===== config.mk =====
export PLATFORM = sky130hd
export DESIGN_NAME = sdc_mod
export DESIGN_NICKNAME = d
export VERILOG_FILES = /design/src/sv/sdc_pkg.sv /design/src/sv/sdc_mod.sv
export SDC_FILE = /design/constraint.sdc
export NUM_CORES = 1
export LEC_CHECK = 0
export BUFFER_PORTS_ARGS = -buffer_cell sky130_fd_sc_hd__buf_2
export CORE_MARGIN = 10
export CORE_UTILIZATION = 49
export CTS_BUF_LIST = sky130_fd_sc_hd__clkbuf_16
export CTS_CLUSTER_DIAMETER = 60
export CTS_CLUSTER_SIZE = 10
export DETAILED_ROUTE_END_ITERATION = 16
export PLACE_DENSITY = 0.79
export RECOVER_POWER = 50
export SLEW_MARGIN = 0
export SYNTH_ARGS = -nofsm -noshare
export SYNTH_HDL_FRONTEND = slang
export SYNTH_SLANG_ARGS = --single-unit

===== constraint.sdc =====
create_clock -name clk -period 1.2 [get_ports clk]
set_input_delay 0.06 -clock clk [delete_from_list [all_inputs] [get_ports clk]]
set_output_delay 0.06 -clock clk [all_outputs]
set_load 0.1 [all_outputs]

===== src/sv/sdc_pkg.sv =====
// shared types, constants and reply tables of the sd card spi responder
// no dependencies
`default_nettype none

package sdc_pkg;

	localparam int NUM_BLOCKS_DEF = 128;
	localparam int BLOCK_BYTES    = 512;
	localparam int FRAME_LEN      = 515;
	localparam int CMD_LEN        = 6;
	localparam int BLOCK_REPLY    = 2 + BLOCK_BYTES + 2;
	localparam int BUF_AW         = 10;

	localparam logic OP_XCHG   = 1'b0;
	localparam logic OP_SELECT = 1'b1;

	localparam logic [7:0] BYTE_IDLE   = 8'hFF;
	localparam logic [7:0] TOKEN_WRITE = 8'hFE;

	localparam logic [7:0] CMD_GO_IDLE  = 8'd0;
	localparam logic [7:0] CMD_IF_COND  = 8'd8;
	localparam logic [7:0] CMD_STATUS   = 8'd13;
	localparam logic [7:0] CMD_READ     = 8'd17;
	localparam logic [7:0] CMD_WRITE    = 8'd24;
	localparam logic [7:0] CMD_APP      = 8'd55;
	localparam logic [7:0] CMD_READ_OCR = 8'd58;
	localparam logic [7:0] ACMD_OP_COND = 8'h80 | 8'd41;

	typedef enum logic [2:0] {
		KIND_NONE,
		KIND_R1,
		KIND_R2_READY,
		KIND_R2_BUSY,
		KIND_R3,
		KIND_R7,
		KIND_BLOCK
	} kind_t;

	typedef enum logic [2:0] {
		ST_IDLE,
		ST_EXEC,
		ST_MODR,
		ST_MODW,
		ST_SNAP,
		ST_COMMIT
	} state_t;

	function automatic logic [9:0] reply_len(input kind_t kind);
		logic [9:0] len;
		case (kind)
			KIND_R1:       len = 10'd1;
			KIND_R2_READY: len = 10'd2;
			KIND_R2_BUSY:  len = 10'd2;
			KIND_R3:       len = 10'd4;
			KIND_R7:       len = 10'd5;
			KIND_BLOCK:    len = 10'(BLOCK_REPLY);
			default:       len = 10'd0;
		endcase
		return len;
	endfunction

	function automatic logic [7:0] reply_byte(input kind_t kind, input logic [9:0] idx,
			input logic r1, input logic [7:0] snap);
		logic [7:0] v;
		v = 8'hFF;
		case (kind)
			KIND_R1:       v = {7'd0, r1};
			KIND_R2_READY: v = 8'h00;
			KIND_R2_BUSY:  v = idx[0] ? 8'hFF : 8'h1F;
			KIND_R3: begin
				case (idx)
					10'd0:   v = 8'hC0;
					10'd1:   v = 8'hFF;
					10'd2:   v = 8'h80;
					10'd3:   v = 8'h00;
					default: v = 8'hFF;
				endcase
			end
			KIND_R7: begin
				case (idx)
					10'd0:   v = 8'h01;
					10'd1:   v = 8'h00;
					10'd2:   v = 8'h00;
					10'd3:   v = 8'h01;
					10'd4:   v = 8'hAA;
					default: v = 8'hFF;
				endcase
			end
			KIND_BLOCK: begin
				if (idx == 10'd0) v = 8'h00;
				else if (idx == 10'd1) v = 8'hFE;
				else if (idx < 10'(2 + BLOCK_BYTES)) v = snap;
				else v = 8'h00;
			end
			default: v = 8'hFF;
		endcase
		return v;
	endfunction

endpackage

`default_nettype wire


===== src/sv/sdc_mod.sv =====
// block address reduction: 32-bit block address modulo NUM_BLOCKS by reciprocal multiply
// depends on sdc_pkg
`default_nettype none

module sdc_mod #(
	parameter int NUM_BLOCKS = sdc_pkg::NUM_BLOCKS_DEF,
	parameter int BLK_W      = 7
) (
	input  wire logic             clk,
	input  wire logic             arst_n,
	input  wire logic             start,
	input  wire logic [31:0]      value,
	output logic                  done,
	output logic      [BLK_W-1:0] rem
);

	// floor((2^32 - 1) / N) keeps the quotient estimate at most one below the true one
	localparam logic [31:0] RECIP = 32'(64'h0000_0000_FFFF_FFFF / 64'(NUM_BLOCKS));
	localparam logic [31:0] NB    = 32'(NUM_BLOCKS);

	logic [31:0]      val_s1, val_s2, val_s3;
	logic [31:0]      q_s2, qn_s3, r_s4;
	logic [31:0]      q_est;
	logic             v_s1, v_s2, v_s3, v_s4;
	logic             done_q;
	logic [BLK_W-1:0] rem_q;

	assign q_est = 32'(({32'd0, val_s1} * {32'd0, RECIP}) >> 32);
	assign done  = done_q;
	assign rem   = rem_q;

	always_ff @(posedge clk or negedge arst_n) begin
		if (!arst_n) begin
			v_s1   <= 1'b0;
			v_s2   <= 1'b0;
			v_s3   <= 1'b0;
			v_s4   <= 1'b0;
			done_q <= 1'b0;
		end else begin
			v_s1   <= start;
			v_s2   <= v_s1;
			v_s3   <= v_s2;
			v_s4   <= v_s3;
			done_q <= v_s4;
		end
	end

	always_ff @(posedge clk) begin
		if (start) begin
			val_s1 <= value;
		end
		if (v_s1) begin
			q_s2   <= q_est;
			val_s2 <= val_s1;
		end
		if (v_s2) begin
			qn_s3  <= q_s2 * NB;
			val_s3 <= val_s2;
		end
		// remainder estimate lies below 2N, one conditional subtract finishes it
		if (v_s3) begin
			r_s4 <= val_s3 - qn_s3;
		end
		if (v_s4) begin
			rem_q <= BLK_W'((r_s4 >= NB) ? r_s4 - NB : r_s4);
		end
	end

endmodule

`default_nettype wire


==> qor.yml, run 1 <==
wl_per_cell_um: 13.5
crit_path_max_incr_delay_ns: 0.42
insertion_delay_ns: 0.27
fp.dieW_um: 69.0
yosysWarnings: 0
cts_htree_levels: 2
cp_max_fo: 1
synth.area.top_cells: "edfxtp_1 89%, dfrtp_1 11%"
clkPwrFrac: 0.451
overflow: 0
dpl_cell_area_um2: 1300
grt_use_total: 0.0726
core-area_um2: 2250
hold_violations: 0
rrSetupSlack_ns: 0.34
slew_headroom: 0.676
fp-row-count: 17
fmax_mhz: 931
n_fill_cell: 157
yosysTopAreaCell: "edfxtp_1"
synth_nets: 75
drt_iter0_drc: 23
synthDominantCellAreaShare: 0.894
cp_slowest_cell: "buf_2"
cts_buffers: 5
maxCapViolations: 0
fin_crit_ns: 1.07
leakage_uw: 0.000585
power_density_nw_per_um2: 2020
totalWireLength_mm: 1.38
fp.dieH_um: 69.0
critical_path.endpoint_type: "primary output"
worstSetupStartpointType: "register"
crit_arrival_ns: 1.01
antenna_cells: 0
postRouteAntennaNets: 0
finalSetupViolCount: 0
ys_ff_latch: 40
syn_avg_cell_area_um2: 29.4
antenna_found_initial: 0
place_congestion: 0.632
ioPinCount: 43
tightest_slew_ns: 0.489
instances_no_fill: 102
postSynthCellCount: 40
dieArea_um2: 4760
clk_pin_slew_ns: 0.05
cts_resized: 0
cts-root-buf: "clkbuf_16"
start_util: 0.522
avgViaCountPerCell: 4.66
cts_setup_buffers: 0
final-seq-area_um2: 1180
vias: 475
synth_common_cells: "35 x edfxtp_1, 5 x dfrtp_1"
synthArstFlopShare: 0.125
grt_max_degree: 13
cts_buffer_depth: 2
path_delay_family: "buffers and inverters"
period_share: 0.895
switchingPower_uw: 524
fin_nets: 108
finClkSkew_ns: 0.00185
area_growth_pct: 31.6
report.final.slew_viol_count: 0
grt_pass1_vias: 519
yosysMostFrequentCell: "edfxtp_1"
crit_required_ns: 1.14
critPathKind: "reg2out"
dominantRegCellSynth: "edfxtp_1"
drive_above_1_share: 0.297
grt_pass1_wl_mm: 2.37
hpwlAfterDp_um: 936
clkSinkCount: 40
seqPwrFrac: 0.523
yosysSeqAreaShare: 1.00
switching_share: 0.168
multi_input_comb_cells: 0
drc: 0
synth_area_um2: 1180
post_synth_num_cell_types: 2
holdCritPathClass: "in2async"
status: "complete, no violations"
synth-edff-count: 35
cts_tree: "yes"
port_buffers: 17
ir_drop_uv: 1600
finalInstanceArea_um2: 1550
multi_input_area_um2: 0
tns_ns: 0
path_buf_inv: 1
rsz0062_at_grt: "no"
path_cells: "buf_2"
p_comb_frac: 0.026
dr.pass1.iters: 4
cellInternalPower_uw: 2600
dp_cells: 85
cell families (layout without fill, tap and decap cells):
group                  after synthesis  in the layout  share of synthesized area
flip-flops                          40             40                       1.00
buffers and inverters                0             34                          0
layer usage:
layer / track usage / part of all wire
met5: 0 / 0
met4: 0.0591 / 0.028
met3: 0.0483 / 0.13
met2: 0.121 / 0.53
met1: 0.0571 / 0.31
state kept, by name, summed over array words and instances (netlist names):
signal,cells
r_s4,7
rem,7
val_s1,7
val_s2,7
val_s3,7
done,1
v_s1,1
v_s2,1
v_s3,1
v_s4,1
layout make-up:
type,count,area share
clock buffer,5,0.0808
clock inverter,3,0.0251
sequential,40,0.760
tap,28,0.0226
timing repair buffer,26,0.112
stage by stage:
step | hold slack, ns | utilization | power [µW] | setup slack [ns]
detailed placement | -0.122 | 0.575 | 1720 | 0.354
global route | 0.203 | 0.686 | 3250 | 0.0853
global placement | -0.121 | 0.575 | 1710 | 0.391
floorplan | -0.236 | - | 1680 | 0.236
CTS | 0.119 | 0.688 | 3170 | 0.102
finish | 0.164 | 0.686 | 3120 | 0.126
cells in the final DEF, fill, tap and decap left out, drive strengths merged:
cell,count
clkinv,1
bufinv,1
dlygate4sd3,9
inv,1
buf,15
clkbuf,7
dfrtp,5
edfxtp,35
power groups by stage:
stage	registers (µW)	logic (µW)	clock network (µW)
after floorplan	1680	0	0
after global placement	1650	57.6	0
after detailed placement	1660	59.0	0
after CTS	1630	80.9	1450
after global routing	1640	86.6	1520
final	1630	80.0	1410
repair_timing:
action | in CTS | in global routing
hold buffers | 9 | 0
endpoints found under the hold margin | 13 | 0
endpoints found under the setup margin | 0 | 0
path summary, 6_finish.rpt:
kind / startpoint / endpoint / cells past startpoint
max: rem[5]$_DFFE_PP_ / rem[5] / 1
min: arst_n / v_s1$_DFF_PN0_ / 2
max reg2reg: v_s4$_DFF_PN0_ / rem[4]$_DFFE_PP_ / 0
min reg2reg: val_s2[6]$_DFFE_PP_ / val_s3[6]$_DFFE_PP_ / 0
max in group asynchronous: arst_n / done$_DFF_PN0_ / 2
min in group clk: val_s2[6]$_DFFE_PP_ / val_s3[6]$_DFFE_PP_ / 0
No activity file was read; power rests on OpenSTA's default activity.
==> inputs of run 2 (changes only) <==
--- a/config.mk
+++ b/config.mk
@@ -11,6 +11,6 @@
 export CTS_BUF_LIST = sky130_fd_sc_hd__clkbuf_16
-export CTS_CLUSTER_DIAMETER = 60
+export CTS_CLUSTER_DIAMETER = 80
 export CTS_CLUSTER_SIZE = 10
 export DETAILED_ROUTE_END_ITERATION = 16
-export PLACE_DENSITY = 0.79
+export PLACE_DENSITY = 0.75
 export RECOVER_POWER = 50
--- a/constraint.sdc
+++ b/constraint.sdc
@@ -3,2 +3,2 @@
 set_output_delay 0.06 -clock clk [all_outputs]
-set_load 0.1 [all_outputs]
+set_load 0.05 [all_outputs]
==> run 2 against run 1 <==
Combinational power is 24% lower. Setup slack improved by 0.17 ns. Worst hold slack worse by 0.084 ns. Non-clock buffer count shrank 1. First-iteration DRC count shrank 13%. Sequential power about the same. Via count down 2.7%. Clock power fell by 16%. Register-to-register slack is essentially flat. Critical endpoint is now rem[4]. Highest routed layer unchanged.
==> qor.yml, run 2 (synthesis results as in run 1) <==
leakage_uw: 0.000572
place_ws_ns: 0.356
avgViaCountPerCell: 4.57
vias: 462
path_cells: "buf_2"
status: "complete, no violations"
drive_above_1_share: 0.288
dieArea_um2: 4760
ir_drop_uv: 1450
drt_iter0_drc: 20
ioPinCount: 43
area_growth_pct: 28.5
power_density_nw_per_um2: 1900
crit_path_max_incr_delay_ns: 0.32
setup_ws_ns: 0.295
finClkSkew_ns: 0.00325
start_util: 0.522
n_fill_cell: 165
cts_tree: "yes"
cp_slowest_cell: "edfxtp_1"
critical_path.endpoint_type: "primary output"
cts_buffers: 5
place_congestion: 0.622
report.final.slew_viol_count: 0
crit_arrival_ns: 0.85
cts_resized: 0
mostFrequentLayoutCell: "edfxtp_1"
rrSetupSlack_ns: 0.35
tightest_slew_ns: 0.378
hold_depth: 1
multi_input_area_um2: 0
fp-row-count: 17
fin_nets: 107
worstRegToRegCells: 0
fp.dieW_um: 69.0
rsz0062_at_grt: "no"
dp_cells: 85
port_buffers: 17
grt_pass1_wl_mm: 2.40
antenna_found_initial: 0
finalSetupViolCount: 0
path_delay_family: "flip-flops"
grt_pass1_vias: 554
clk_pin_slew_ns: 0.05
startpoint: "rem[4]$_DFFE_PP_"
cts_buffer_depth: 2
holdCritPathClass: "in2reg"
dr.pass1.iters: 4
fmax_mhz: 1100
path_buf_inv: 1
totalWireLength_mm: 1.44
min_from: "start"
grt_max_degree: 13
slew_headroom: 0.748
postRouteAntennaNets: 0
overflow: 0
grt_use_total: 0.0740
core-area_um2: 2250
wl_per_cell_um: 14.2
crit_required_ns: 1.14
min_to: "v_s1$_DFF_PN0_"
cts-root-buf: "clkbuf_16"
critPathKind: "reg2out"
fp.dieH_um: 69.0
worstSetupStartpointType: "register"
mostFrequentLayoutCells: "35 x edfxtp_1, 15 x buf_2, 8 x dlygate4sd3_1"
rr_startpoint: "v_s4$_DFF_PN0_"
multi_input_comb_cells: 0
hold_violations: 0
period_share: 0.754
insertion_delay_ns: 0.27
antenna_cells: 0
tns_ns: 0
cts_htree_levels: 2
cp_max_fo: 1
hold_ws_ns: 0.0800
clkSinkCount: 40
fin_crit_ns: 0.905
r2r-end: "rem[3]$_DFFE_PP_"
maxCapViolations: 0
drc: 0
instances_no_fill: 101
run 2: changes by cell type in the layout (fill, tap and decap cells not counted), sizes merged:
cell         change
bufinv           -1
dlygate4sd3      -1
inv              +1
run 2: worst max path at each step:
stage                               end  slack (ns)  cells after the start
finish                           rem[4]        0.29                      1
detailed placement  val_s2[6]$_DFFE_PP_        0.36                      0
floorplan             r_s4[0]$_DFFE_PP_        0.43                      0
global route                     rem[6]        0.25                      1
CTS                              rem[4]        0.28                      1
global placement    val_s3[2]$_DFFE_PP_        0.40                      0
run 2: metrics by stage:
step | utilization | area [µm²] | total power, µW
after floorplan | - | 1180 | 1670
after global placement | 0.575 | 1300 | 1690
after detailed placement | 0.575 | 1300 | 1700
after CTS | 0.671 | 1510 | 2910
after global routing | 0.670 | 1510 | 2990
final | 0.670 | 1510 | 2870
run 2: area by class of cell:
class | instances | area, µm² | area share
Clock inverter | 3 | 12.5 | 0.00828
Clock buffer | 5 | 125 | 0.0828
Tap cell | 28 | 35.0 | 0.0232
Timing Repair Buffer | 25 | 163 | 0.108
Sequential cell | 40 | 1180 | 0.778
run 2: where the power goes:
group	internal, µW	switching [µW]
sequential	1600	33.7
clock	748	429
combinational	29.0	31.5
total	2380	495
run 2: routing by layer:
| layer | routed length (µm) | GRT usage |
|---|---|---|
| met1 | 486 | 0.0662 |
| met2 | 740 | 0.118 |
| met3 | 195 | 0.0499 |
| met4 | 12 | 0.0517 |
| met5 | 0 | 0 |
run 2: what timing repair did:
action / 4_1_cts / 5_1_grt
hold buffers: 8 / 0
buffers inserted: 0 / 0
endpoints found under the hold margin: 12 / 0
